===== src/rtl/rtg_pkg.sv =====
// ----------------------------------------------------------------------------
// rtg_pkg: shared types and constants for the grouped text converter
// Field widths, character codes and the controller/datapath command set.
// ----------------------------------------------------------------------------
package rtg_pkg;

	localparam int NUM_W   = 64;
	localparam int RADIX_W = 6;
	localparam int CHAR_W  = 7;
	localparam int CNT_W   = 7;
	localparam int REM_W   = 5;
	localparam int BIT_CNT_W = $clog2(NUM_W);
	localparam int GROUP   = 5;

	localparam logic [RADIX_W-1:0] RADIX_MIN = RADIX_W'(2);
	localparam logic [RADIX_W-1:0] RADIX_MAX = RADIX_W'(26);

	localparam logic [CHAR_W-1:0] ASCII_ZERO  = CHAR_W'(8'h30);
	localparam logic [CHAR_W-1:0] ASCII_A     = CHAR_W'(8'h41);
	localparam logic [CHAR_W-1:0] ASCII_SPACE = CHAR_W'(8'h20);
	localparam logic [REM_W-1:0]  DEC_LIMIT   = REM_W'(10);

	typedef logic [NUM_W-1:0]   num_t;
	typedef logic [RADIX_W-1:0] radix_t;
	typedef logic [CHAR_W-1:0]  char_t;
	typedef logic [CNT_W-1:0]   cnt_t;

	// Commands from the controller to the datapath
	typedef struct packed {
		logic load;
		logic div_step;
		logic wr_digit;
		logic rd_char;
		logic next_char;
	} rtg_cmd_t;

	// Status from the datapath to the controller
	typedef struct packed {
		logic radix_ok;
		logic div_last;
		logic quo_zero;
		logic emit_last;
	} rtg_stat_t;

	// Map a digit value to its ASCII character
	function automatic char_t digit_char(input logic [REM_W-1:0] d);
		char_t c;
		if (d < DEC_LIMIT) begin
			c = ASCII_ZERO + CHAR_W'(d);
		end else begin
			c = ASCII_A + CHAR_W'(d - DEC_LIMIT);
		end
		return c;
	endfunction

endpackage


===== src/rtl/rtg_if.sv =====
// ----------------------------------------------------------------------------
// rtg_if: channel interfaces of the grouped text converter
// Request channel carries a value and base; result channel one character.
// ----------------------------------------------------------------------------
interface rtg_item_if;
	logic            valid;
	logic            ready;
	rtg_pkg::num_t   number_in;
	rtg_pkg::radix_t radix;

	modport source (output valid, output number_in, output radix, input ready);
	modport sink   (input valid, input number_in, input radix, output ready);
endinterface

interface rtg_result_if;
	logic           valid;
	logic           ready;
	rtg_pkg::char_t text_char;
	logic           last_char;
	rtg_pkg::cnt_t  digit_count;
	logic           bad_radix;
	logic           overflowed;

	modport source (output valid, output text_char, output last_char, output digit_count,
		output bad_radix, output overflowed, input ready);
	modport sink   (input valid, input text_char, input last_char, input digit_count,
		input bad_radix, input overflowed, output ready);
endinterface


===== src/rtl/rtg_datapath.sv =====
// ----------------------------------------------------------------------------
// rtg_datapath: divider, line memory and character output register
// Bit-serial restoring division by the base, digit placement with group
// spacing, and registered readout of the line one character at a time.
// ----------------------------------------------------------------------------
module rtg_datapath #(
	parameter int LINE_BUFFER_LEN = 64
) (
	input  logic               clk,
	input  logic               arst_n,
	input  rtg_pkg::rtg_cmd_t  cmd,
	input  rtg_pkg::num_t      number_in,
	input  rtg_pkg::radix_t    radix,
	output rtg_pkg::rtg_stat_t stat,
	output rtg_pkg::char_t     text_char,
	output logic               last_char,
	output rtg_pkg::cnt_t      digit_count,
	output logic               bad_radix,
	output logic               overflowed
);
	import rtg_pkg::*;

	localparam int LINE_LEN = LINE_BUFFER_LEN - 1;
	localparam int PW       = $clog2(LINE_BUFFER_LEN);
	localparam logic [PW-1:0] LINE_TOP  = PW'(LINE_LEN);
	localparam logic [PW-1:0] LINE_LAST = PW'(LINE_LEN - 1);
	localparam logic [2:0]    LINE_MOD  = 3'(LINE_LEN % GROUP);
	localparam logic [2:0]    MOD_TOP   = 3'(GROUP - 1);
	localparam logic [2:0]    SKIP_MOD  = 3'(GROUP - 2);

	num_t                 quo_q;
	logic [REM_W-1:0]     rem_q;
	logic [REM_W-1:0]     radix_q;
	logic [BIT_CNT_W-1:0] bit_q;
	logic [PW-1:0]        free_q;
	logic [2:0]           free_mod_q;
	cnt_t                 digits_q;
	logic                 ovf_q;
	logic                 err_q;
	logic [PW-1:0]        emit_q;
	logic [2:0]           emit_mod_q;
	char_t                rd_q;
	logic                 space_q;
	logic                 pad_q;

	char_t                line_mem [LINE_LEN];

	logic [REM_W:0]       trial;
	logic                 fits;
	logic [REM_W-1:0]     rem_next;
	logic                 skip_space;
	logic [PW-1:0]        wr_addr;
	logic                 radix_ok;

	// Check the base against the supported range
	always_comb begin
		radix_ok = radix inside {[RADIX_MIN:RADIX_MAX]};
	end

	// One restoring division step: bring down the next quotient bit
	always_comb begin
		trial    = {rem_q, quo_q[NUM_W-1]};
		fits     = trial >= {1'b0, radix_q};
		rem_next = fits ? REM_W'(trial - {1'b0, radix_q}) : REM_W'(trial);
	end

	// Place the next digit left of any group space
	always_comb begin
		skip_space = (free_q != '0) && (free_mod_q == '0);
		wr_addr    = skip_space ? (free_q - PW'(2)) : (free_q - PW'(1));
	end

	// Advance division, digit placement and readout counters
	always_ff @(posedge clk or negedge arst_n) begin
		if (!arst_n) begin
			bit_q      <= '0;
			free_q     <= '0;
			free_mod_q <= '0;
			digits_q   <= '0;
			ovf_q      <= 1'b0;
			err_q      <= 1'b0;
			emit_q     <= '0;
			emit_mod_q <= '0;
		end else begin
			if (cmd.load) begin
				bit_q      <= '0;
				free_q     <= LINE_TOP;
				free_mod_q <= LINE_MOD;
				digits_q   <= '0;
				ovf_q      <= 1'b0;
				err_q      <= !radix_ok;
				emit_q     <= '0;
				emit_mod_q <= 3'd1;
			end
			if (cmd.div_step) begin
				bit_q <= bit_q + BIT_CNT_W'(1);
			end
			if (cmd.wr_digit) begin
				digits_q <= digits_q + CNT_W'(1);
				if (free_q == '0) begin
					ovf_q <= 1'b1;
				end else if (skip_space) begin
					free_q     <= free_q - PW'(2);
					free_mod_q <= SKIP_MOD;
				end else begin
					free_q     <= free_q - PW'(1);
					free_mod_q <= free_mod_q - 3'd1;
				end
			end
			if (cmd.next_char) begin
				emit_q     <= emit_q + PW'(1);
				emit_mod_q <= (emit_mod_q == MOD_TOP) ? 3'd0 : emit_mod_q + 3'd1;
			end
		end
	end

	// Hold the running quotient and remainder
	always_ff @(posedge clk or negedge arst_n) begin
		if (!arst_n) begin
			quo_q   <= '0;
			rem_q   <= '0;
			radix_q <= '0;
		end else if (cmd.load) begin
			quo_q   <= number_in;
			rem_q   <= '0;
			radix_q <= REM_W'(radix);
		end else if (cmd.div_step) begin
			quo_q <= {quo_q[NUM_W-2:0], fits};
			rem_q <= rem_next;
		end else if (cmd.wr_digit) begin
			rem_q <= '0;
		end
	end

	// Write the finished digit into the line
	always_ff @(posedge clk) begin
		if (cmd.wr_digit && (free_q != '0)) begin
			line_mem[wr_addr] <= digit_char(rem_q);
		end
	end

	// Read the next character with its space and pad marks
	always_ff @(posedge clk) begin
		if (cmd.rd_char) begin
			rd_q    <= line_mem[emit_q];
			space_q <= (emit_mod_q == '0);
			pad_q   <= (emit_q < free_q);
		end
	end

	assign stat.radix_ok  = radix_ok;
	assign stat.div_last  = (bit_q == '1);
	assign stat.quo_zero  = (quo_q == '0);
	assign stat.emit_last = (emit_q == LINE_LAST);

	// Select the shown character
	always_comb begin
		if (err_q) begin
			text_char = '0;
		end else if (space_q) begin
			text_char = ASCII_SPACE;
		end else if (pad_q) begin
			text_char = ASCII_ZERO;
		end else begin
			text_char = rd_q;
		end
	end

	assign last_char   = err_q || (emit_q == LINE_LAST);
	assign digit_count = err_q ? '0 : digits_q;
	assign bad_radix   = err_q;
	assign overflowed  = !err_q && ovf_q;

	// Digits go into the line only after a full 64-bit pass
	assert property (@(posedge clk) disable iff (!arst_n)
		cmd.wr_digit |-> (bit_q == '0))
		else $error("digit written mid-division");

endmodule


===== src/rtl/rtg_ctrl.sv =====
// ----------------------------------------------------------------------------
// rtg_ctrl: sequencing controller for the grouped text converter
// Steps the datapath through division, digit placement and readout.
// ----------------------------------------------------------------------------
module rtg_ctrl (
	input  logic               clk,
	input  logic               arst_n,
	input  logic               in_valid,
	output logic               in_ready,
	output logic               out_valid,
	input  logic               out_ready,
	input  rtg_pkg::rtg_stat_t stat,
	output rtg_pkg::rtg_cmd_t  cmd
);
	import rtg_pkg::*;

	typedef enum logic [5:0] {
		ST_IDLE  = 6'b000001,
		ST_DIV   = 6'b000010,
		ST_WRITE = 6'b000100,
		ST_READ  = 6'b001000,
		ST_SHOW  = 6'b010000,
		ST_ERR   = 6'b100000
	} state_t;

	state_t state_q;
	state_t state_d;

	assign in_ready  = (state_q == ST_IDLE);
	assign out_valid = (state_q == ST_SHOW) || (state_q == ST_ERR);

	// Decode next state and datapath commands
	always_comb begin
		state_d = state_q;
		cmd     = '0;
		case (state_q)
			ST_IDLE: begin
				if (in_valid) begin
					cmd.load = 1'b1;
					state_d  = stat.radix_ok ? ST_DIV : ST_ERR;
				end
			end
			ST_DIV: begin
				cmd.div_step = 1'b1;
				if (stat.div_last) begin
					state_d = ST_WRITE;
				end
			end
			ST_WRITE: begin
				cmd.wr_digit = 1'b1;
				state_d      = stat.quo_zero ? ST_READ : ST_DIV;
			end
			ST_READ: begin
				cmd.rd_char = 1'b1;
				state_d     = ST_SHOW;
			end
			ST_SHOW: begin
				if (out_ready) begin
					if (stat.emit_last) begin
						state_d = ST_IDLE;
					end else begin
						cmd.next_char = 1'b1;
						state_d       = ST_READ;
					end
				end
			end
			ST_ERR: begin
				if (out_ready) begin
					state_d = ST_IDLE;
				end
			end
			default: begin
				state_d = ST_IDLE;
			end
		endcase
	end

	// Hold the state
	always_ff @(posedge clk or negedge arst_n) begin
		if (!arst_n) begin
			state_q <= ST_IDLE;
		end else begin
			state_q <= state_d;
		end
	end

	assert property (@(posedge clk) disable iff (!arst_n)
		in_ready |-> !out_valid)
		else $error("request taken while a result is shown");

	assert property (@(posedge clk) disable iff (!arst_n)
		(in_valid && in_ready && !stat.radix_ok) |=> (out_valid && state_q == ST_ERR))
		else $error("bad base did not give an error result");

	assert property (@(posedge clk) disable iff (!arst_n)
		(state_q == ST_SHOW && out_ready && stat.emit_last) |=> in_ready)
		else $error("no return to idle after last character");

	assert property (@(posedge clk) disable iff (!arst_n)
		(cmd.wr_digit && !stat.quo_zero) |=> (state_q == ST_DIV))
		else $error("division stopped with quotient left");

endmodule


===== src/rtl/radix_to_grouped_text.sv =====
// ----------------------------------------------------------------------------
// radix_to_grouped_text: integer to grouped text line converter
// Converts a 64-bit value in base 2..26 into a right-aligned line with a
// space every fifth position and zero padding, emitted one character each.
// ----------------------------------------------------------------------------
//  channel   role    payload
//  item      sink    number_in[63:0], radix[5:0]
//  result    source  text_char[6:0], last_char, digit_count[6:0],
//                    bad_radix, overflowed
//
//  Each digit takes 64 steps of the bit-serial divider and one line
//  memory write. Each character is read out through the registered memory
//  port in a READ state and then shown in a SHOW state, which holds it
//  until the result channel takes it.
//  A bad base gives one error result in the cycle after the request is taken.
//  One request is in flight at a time; the next is taken after the last
//  character is delivered. Reset is asynchronous and needs no clearing pass.
// ----------------------------------------------------------------------------
module radix_to_grouped_text #(
	parameter int LINE_BUFFER_LEN = 64
) (
	input logic          clk,
	input logic          arst_n,
	rtg_item_if.sink     item,
	rtg_result_if.source result
);
	import rtg_pkg::*;

	rtg_cmd_t  cmd;
	rtg_stat_t stat;

	rtg_ctrl u_ctrl (
		.clk       (clk),
		.arst_n    (arst_n),
		.in_valid  (item.valid),
		.in_ready  (item.ready),
		.out_valid (result.valid),
		.out_ready (result.ready),
		.stat      (stat),
		.cmd       (cmd)
	);

	rtg_datapath #(
		.LINE_BUFFER_LEN (LINE_BUFFER_LEN)
	) u_datapath (
		.clk         (clk),
		.arst_n      (arst_n),
		.cmd         (cmd),
		.number_in   (item.number_in),
		.radix       (item.radix),
		.stat        (stat),
		.text_char   (result.text_char),
		.last_char   (result.last_char),
		.digit_count (result.digit_count),
		.bad_radix   (result.bad_radix),
		.overflowed  (result.overflowed)
	);

endmodule

===== src/flat_wrapper.sv =====
// flat-port wrapper written by rule: the top's interface ports become plain ports
module radix_to_grouped_text_flat import rtg_pkg::*;
#(
	parameter int LINE_BUFFER_LEN = 64
)
  (clk, arst_n, item_valid, item_number_in, item_radix, item_ready, result_valid, result_text_char, result_last_char, result_digit_count, result_bad_radix, result_overflowed, result_ready);
  rtg_item_if item_i ();
  rtg_result_if result_i ();
  input logic clk;
  input logic arst_n;
  input wire logic [$bits(item_i.valid)-1:0] item_valid;
  input wire logic [$bits(item_i.number_in)-1:0] item_number_in;
  input wire logic [$bits(item_i.radix)-1:0] item_radix;
  output wire logic [$bits(item_i.ready)-1:0] item_ready;
  output wire logic [$bits(result_i.valid)-1:0] result_valid;
  output wire logic [$bits(result_i.text_char)-1:0] result_text_char;
  output wire logic [$bits(result_i.last_char)-1:0] result_last_char;
  output wire logic [$bits(result_i.digit_count)-1:0] result_digit_count;
  output wire logic [$bits(result_i.bad_radix)-1:0] result_bad_radix;
  output wire logic [$bits(result_i.overflowed)-1:0] result_overflowed;
  input wire logic [$bits(result_i.ready)-1:0] result_ready;
  assign item_i.valid = item_valid;
  assign item_i.number_in = item_number_in;
  assign item_i.radix = item_radix;
  assign item_ready = item_i.ready;
  assign result_valid = result_i.valid;
  assign result_text_char = result_i.text_char;
  assign result_last_char = result_i.last_char;
  assign result_digit_count = result_i.digit_count;
  assign result_bad_radix = result_i.bad_radix;
  assign result_overflowed = result_i.overflowed;
  assign result_i.ready = result_ready;
  radix_to_grouped_text #(.LINE_BUFFER_LEN(LINE_BUFFER_LEN)) u_core (.clk(clk), .arst_n(arst_n), .item(item_i), .result(result_i));
endmodule

===== config.mk =====
export PLATFORM = sky130hd
export DESIGN_NAME = radix_to_grouped_text_flat
export DESIGN_NICKNAME = d
export VERILOG_FILES = /design/src/rtl/rtg_pkg.sv /design/src/rtl/rtg_if.sv /design/src/rtl/rtg_datapath.sv /design/src/rtl/rtg_ctrl.sv /design/src/rtl/radix_to_grouped_text.sv /design/src/flat_wrapper.sv
export SDC_FILE = /design/constraint.sdc
export NUM_CORES = 1
export LEC_CHECK = 0
export BUFFER_PORTS_ARGS = -buffer_cell sky130_fd_sc_hd__buf_2
export CAP_MARGIN = 40
export CORE_UTILIZATION = 30
export CTS_CLUSTER_DIAMETER = 200
export DETAILED_ROUTE_END_ITERATION = 10
export HOLD_SLACK_MARGIN = 0.03
export PLACE_DENSITY = 0.49
export SETUP_SLACK_MARGIN = 0.5
export SYNTH_ARGS = -nofsm -noshare
export SYNTH_HDL_FRONTEND = slang
export SYNTH_HIERARCHICAL = 1
export SYNTH_SLANG_ARGS = --single-unit

===== constraint.sdc =====
create_clock -name clk -period 3.9 [get_ports clk]
set_input_delay 0.39 -clock clk [delete_from_list [all_inputs] [get_ports clk]]
set_output_delay 0.39 -clock clk [all_outputs]
set_load 0.005 [all_outputs]

==> Word-level counts from Yosys, hierarchy flattened <==
Memory sizes are Yosys's and may differ from the RTL's. A register that Yosys moved wholly into a read port is not among the register bits.
Index checks and enable logic that the tools add are counted.
{ "word_totals": {"elab_cells": 111, "inputBits": 74, "ff_bits": 115, "ram_bits": 441, "memories": 1, "out_inout_bits": 19} }
{ "memory_table": {"columns": ["memory", "words", "width", "read_ports", "rd_ports_with_merged_regs", "write_ports", "line", "text"], "rows": [
  ["u_core.u_datapath.line_mem", 63, 7, 1, 1, 1, "rtg_datapath.sv:46", "char_t line_mem [LINE_LEN];"]
]} }
{ "op_classes": {"reduce_logical": 18, "n_addsub": 11, "n_lt_le_gt_ge": 5, "n_eq_ne": 13, "n_mux": 49} }
{ "ops": {"columns": ["cell", "count"], "rows": [
  ["two-way mux 64 bit", 2],
  ["two-way mux 6 bit", 12],
  ["logical NOT 64 bit", 1],
  ["two-way mux 7 bit", 8],
  ["case mux 6 bit (6 select lines)", 1],
  ["two-way mux 3 bit", 7],
  ["two-way mux 5 bit", 4],
  ["== test 6 bit (second input constant)", 3],
  ["two-way mux 1 bit", 13],
  ["adder 6 x 1 -> 6 bit (second input constant)", 2],
  ["two-way mux 4 bit", 2],
  ["adder 6 x 5 -> 7 bit (first input constant)", 1],
  ["adder 7 x 1 -> 7 bit (second input constant)", 1],
  ["adder 7 bit (first input constant)", 1],
  ["== test 6 x 1 -> 1 bit (second input constant)", 1],
  ["== test 6 x 2 -> 1 bit (second input constant)", 1],
  ["== test 6 x 3 -> 1 bit (second input constant)", 1],
  ["== test 6 x 4 -> 1 bit (second input constant)", 1],
  ["== test 6 x 5 -> 1 bit (second input constant)", 1],
  ["greater-or-equal comparator 6 x 2 -> 1 bit (second input constant)", 1],
  ["greater-or-equal comparator 6 x 5 -> 1 bit", 1],
  ["less-or-equal comparator 6 x 5 -> 1 bit (second input constant)", 1],
  ["logical NOT 3 bit", 2],
  ["logical NOT 6 bit", 1],
  ["18 further kinds", 27]
]} }

==> Depth between registers and ports, before layout <==
{ "depth": {"word_depth": 5, "ltp_mapped": 13, "mapped_depth_nobuf": 10} }

==> Hierarchy <==
The synthesis kept the hierarchy.
{ "by_module_without_submodules": {"columns": ["mod", "area_each_um2", "cells_each", "seq_area_each_um2", "n_inst"], "rows": [
  ["rtg_datapath", 23279.8, 1447, 16190.5, 1],
  ["rtg_ctrl", 422.9, 44, 151.4, 1]
]} }

==> Worst setup path before layout <==
OpenSTA, ideal clock, no wires.
{ "synth_path": {"path_type": "register to register", "from": "register u_core.u_datapath.rem_q[1]", "to": "memory u_core/u_datapath/line_mem[0][4] in the netlist's numbering, data pin", "required_time_ps": 3342, "path_slack_ps": 357, "path_stages_with_launch": 7, "t_arrival_ps": 2985, "setup_time_ps": 558, "period_less_slack_ps": 3543, "n_path_buf": 0, "path_cell_list": "dfrtp_1 -> inv_1 -> ha_1 -> nor2b_1 -> nand3_1 -> nor2b_1 -> mux2i_1"} }
{ "synth_via": {"elab_chain_len": 4, "elab_cells_between_ends": 6, "cone_classes": "3 x add/sub; 1 x order compare; 2 x mux"} }
{ "synth_lines": {"columns": ["item", "line", "text"], "rows": [
  ["start, declared", "rtg_datapath.sv:32", "logic [REM_W-1:0] rem_q;"],
  ["start signal, assigned", "rtg_datapath.sv:129", "rem_q <= rem_next;"],
  ["subtractor 5 x 4 -> 6 bit", "rtg_pkg.sv:51", "c = ASCII_A + CHAR_W'(d - DEC_LIMIT);"],
  ["adder 7 bit", "rtg_pkg.sv:51", null],
  ["two-way mux 7 bit (*)", "rtg_pkg.sv:48", "if (d < DEC_LIMIT) begin"],
  ["two-way mux 7 bit (*)", "rtg_datapath.sv:137", "if (cmd.wr_digit && (free_q != '0)) begin"],
  ["end, declared", "rtg_datapath.sv:46", null]
]} }
Mark *: on every way between the ends. The rest lies on a longest branch, timed or not. The select of a mux whose other input is x is not followed.

==> Final worst setup path <==
{ "layout_path": {"from": "register u_core.u_datapath.free_q[1]", "to": "memory u_core/u_datapath/line_mem[2][6] in the netlist's numbering (enable)"} }
{ "layout_via": {"elab_chain_len": 4, "elab_cells_between_ends": 8, "cone_classes": "2 x add/sub; 3 x mux; 3 x reduce/logical"} }
{ "layout_lines": {"columns": ["item", "line", "text"], "rows": [
  ["start, declared", "rtg_datapath.sv:35", "logic [PW-1:0] free_q;"],
  ["start signal, assigned", "rtg_datapath.sv:103", "free_q <= free_q - PW'(2);"],
  ["start signal, assigned", "rtg_datapath.sv:106", "free_q <= free_q - PW'(1);"],
  ["branches (longest 4 deep; another with subtractor 6 x 1 -> 6 bit)", null, null]
]} }
Parallel ways; which one is timed is not known.

==> key figures <==
Die
  – Io pins: 93
  – Num rows: 102
  – Initial Util: 30.4%
  – Die area: 0.0801 sq mm
  – Die Ht: 283 microns
  – Core Region: 0.0778 sq mm
  – Die X: 283 microns

Place
  – Worst slack, placed: 457 ps
  – Post-DP HPWL: 38.9 mm
  – Routability cong.: 0.820
  – Cell count after placement: 2616
  – # port buffers: 92

Timing
  – Max-Slew Margin vs Limit: 43.0%
  – Part of the cycle the worst path needs: 87.3%
  – Hold Vio Cnt, Final: 0
  – Max Fclk: 294 MHz
  – Skew final: 64.8 ps
  – RSZ-0062 raised after global routing: yes
  – Setup TNS: 0 ps
  – Final WS setup: 497 ps
  – Final min period: 3400 ps
  – Worst slew pin tran: 855 ps
  – Max-slew violations: 0
  – Final setup violation count: 0

Logic synthesis
  – Largest family of logic cells by synthesized area: multiplexers
  – Seq/Total Area, Yosys: 68.9%
  – Post-Synth Simple-Gate Area: 7.12%
  – Synth Area in Compound Gates: 6.19%
  – Avg Inst Size Synth: 15.9 sq um
  – Post-Synth XOR/XNOR Area: 0.554%
  – Cell count after synthesis: 1491
  – Cell Area, Synth: 0.0237 sq mm
  – Synthesis Warnings: 6
  – Synth Flop Type: edfxtp_1
  – Netlist cell types: 64
  – Synth Area in Adders: 1.40%
  – Post-synth EDFFs: 450
  – Synth Register Bits: 563
  – Post-synth net total: 1591
  – Multiplexer area fraction after synthesis: 13.7%
  – Async set-or-reset flop fraction in the synthesized netlist: 20.1%

Pwr
  – Clk pwr share: 34.9%
  – P_leak: 9.75 nW
  – Sequential power share: 48.4%
  – Switch share: 28.3%
  – Internal power: 11.7 mW
  – Psw: 4.64 mW
  – Pwr dens: 572 mW/mm^2
  – Combinational cell fraction of total power: 16.7%
  – Peak supply drop: 0.000343 V

Clocking
  – CTS tree: built
  – Clk_lat worst skew: 650 ps
  – Clk sinks: 563
  – Bufs on Longest Clock Path: 3
  – CTS Buf Count: 61
  – Clk pin slew, worst setup/hold paths: 60 ps
  – H-tree levels: 2
  – CTS root buf: clkbuf_16

GRT
  – All-Layer GR Usage: 15.1%
  – Number of global-route vias before repair: 14500
  – Grt ovf: 0
  – Initial antenna violation count: 0
  – Largest net degree at the start of global routing: 71
  – First-pass GRT wire length: 92.1 mm

Finish
  – Non-Filler Instances: 2799
  – Final Core Density: 36.7%
  – Diodes inserted: 0
  – # fillers: 7322
  – Nets: 1812
  – Share of layout cells above drive strength 1: 24.2%
  – Area growth, synth to finish: 20.7%

Critical path
  – WP data required: 4250 ps
  – Crit start category: register
  – Worst EP arrival: 3750 ps
  – Crit end category: register
  – Max FO, Critical Path: 7
  – Critical Setup Path Class: register to register

Drt
  – Routed Antenna Nets: 0
  – DRC errors left: 0
  – Number of vias per cell: 4.98
  – Via count: 13900
  – First-pass iteration count of the detailed router: 5
  – Initial DRC Count: 1086
  – WL final: 61.1 mm
  – Routed wire per std cell: 21.8 microns

Status
  – Outcome: finished, final reports clean

Worst hold path
  – Min-Delay Path Class: input pin to register

Run
  – Max cap viols: 0
-- stage by stage --
step	hold WS [ps]	total power, mW	cell area [sq um]
2_1_floorplan	94.4	9.60	23700
3_3_place_gp	470	10.7	25700
3_5_place_dp	377	10.7	25800
4_1_cts	74.2	16.5	28500
5_1_grt	114	17.1	28600
6_report	121	16.4	28600
-- layer usage --
metal	vias up	routed length [microns]	track usage (%)
li1	6230	-	-
met1	7255	27500	21.0
met2	352	29100	24.4
met3	93	3200	2.64
met4	0	1400	4.28
met5	-	0	0
-- layout by cell type, fill, tap and decap left out, types with 4 or more instances in the layout --
master           n
a311oi_1         5
mux2i_1         77
clkbuf_16       62
clkinv_1        12
nand3_1         13
o22ai_1         15
clkbuf_1        10
nor2b_1         27
nor3b_1          4
nand4_1          9
clkinv_2        12
nor2_2          26
a211oi_1        16
or4_1            5
nand2b_1        18
nor3_1          15
and2_1           8
bufinv_16        5
o21ai_0        110
a21oi_1         21
o211ai_1         6
nor4_1          19
buf_2           92
buf_12           6
xnor2_1         11
inv_1           27
nor2_1          63
nor2_4           5
mux2_2           7
edfxtp_1       450
dlygate4sd3_1   71
clkbuf_8         4
a22o_1           4
a22oi_1         24
dfrtp_1        109
o31ai_1          7
buf_4           68
mux4_2         106
nand2_1        119
ha_1            25
-- area by class of cell --
| class | instances | area, sq um | share of cell area (%) |
|---|---|---|---|
| timing repair buffer | 238 | 1820 | 6.35 |
| inverter | 29 | 113 | 0.394 |
| clock inverter | 34 | 353 | 1.23 |
| tap | 1040 | 1300 | 4.55 |
| clock buffer | 76 | 1640 | 5.75 |
| multi-input combinational | 819 | 7020 | 24.5 |
| sequential | 563 | 16400 | 57.2 |
-- critical path: stages (launching register included) --
cell      delay [ps]
dfrtp_1          430
inv_1            170
ha_1             170
nand2b_1         110
o31ai_1          510
mux2_2           440
and2_1           160
nand2_1          580
buf_4            280
nor2_1            60
buf_4            170
-- synth_stat cells, types with 6 or more instances --
library cell | number | share of area, %
nand4_1 | 9 | 0.24
buf_6 | 6 | 0.29
nand3_1 | 13 | 0.27
nor2b_1 | 28 | 0.74
o21ai_0 | 110 | 2.3
a211oi_1 | 16 | 0.51
o211ai_1 | 6 | 0.19
nor2_2 | 9 | 0.24
buf_1 | 9 | 0.14
mux4_2 | 106 | 10
buf_4 | 6 | 0.19
a21oi_1 | 23 | 0.49
mux2i_1 | 78 | 3.3
buf_2 | 14 | 0.30
nand2b_1 | 18 | 0.48
nor3_1 | 15 | 0.32
and2_1 | 8 | 0.21
nor4_1 | 19 | 0.50
inv_1 | 29 | 0.46
nand2_1 | 122 | 1.9
mux2_2 | 7 | 0.33
o31ai_1 | 7 | 0.22
dfrtp_1 | 112 | 12
ha_1 | 25 | 1.3
edfxtp_1 | 450 | 57
xnor2_1 | 12 | 0.44
a22oi_1 | 24 | 0.76
clkbuf_1 | 45 | 0.71
nor2_1 | 85 | 1.3
o22ai_1 | 15 | 0.40
-- power groups by stage --
| stage | clock (mW) | combinational (mW) | sequential [mW] |
|---|---|---|---|
| floorplan | 0 | 1.70 | 7.90 |
| finish | 5.71 | 2.73 | 7.91 |
| CTS | 5.86 | 2.75 | 7.91 |
| global route | 6.07 | 3.06 | 7.98 |
| global placement | 0 | 2.65 | 8.02 |
| detailed placement | 0 | 2.69 | 8.03 |
-- final timing paths --
kind | startpoint | to | slack [ps] | cells past startpoint
max | u_core/u_datapath/free_q[1] | u_core/u_datapath/line_mem[2][6] | 500 | 10
min | item_valid | u_core/u_ctrl/state_q[5] | 120 | 3
max reg2reg | u_core/u_datapath/free_q[1] | u_core/u_datapath/line_mem[2][6] | 500 | 10
min reg2reg | u_core/u_datapath/digits_q[6] | u_core/u_datapath/digits_q[6] | 500 | 1
max in group asynchronous | arst_n | u_core/u_datapath/digits_q[0] | 2750 | 4
min in group asynchronous | arst_n | u_core/u_datapath/quo_q[21] | 240 | 2
-- cells by family (layout without fill, tap and decap cells) --
family / count (synthesis) / in the layout
XOR/XNOR: 15 / 15
AND/OR/NAND/NOR: 351 / 351
buffers and inverters: 109 / 377
flip-flops: 563 / 563
adder cells (fa/ha/maj): 26 / 26
multiplexers: 191 / 191
AO/OA/AOI/OAI: 236 / 236
-- flip-flops by register name (all words and copies together) (netlist names) --
name / count
u_core/u_datapath/emit_q: 6
u_core/u_datapath/space_q: 1
u_core/u_datapath/bad_radix: 1
u_core/u_datapath/free_mod_q: 3
u_core/u_ctrl/state_q: 6
u_core/u_datapath/radix_q: 5
u_core/u_datapath/emit_mod_q: 3
u_core/u_datapath/rem_q: 5
u_core/u_datapath/bit_q: 6
u_core/u_datapath/pad_q: 1
u_core/u_datapath/digits_q: 7
u_core/u_datapath/quo_q: 64
u_core/u_datapath/line_mem: 441
u_core/u_datapath/ovf_q: 1
u_core/u_datapath/free_q: 6
u_core/u_datapath/rd_q: 7
-- timing repair --
action,CTS,global route
resized for setup,2,28
endpoints found under the setup margin,25,337
hold endpoints to repair,101,0
pin swaps,0,1
buffers inserted,0,2
gates cloned,0,0
hold buffers,71,0
Note: power is estimated with default switching activity, not from simulation.
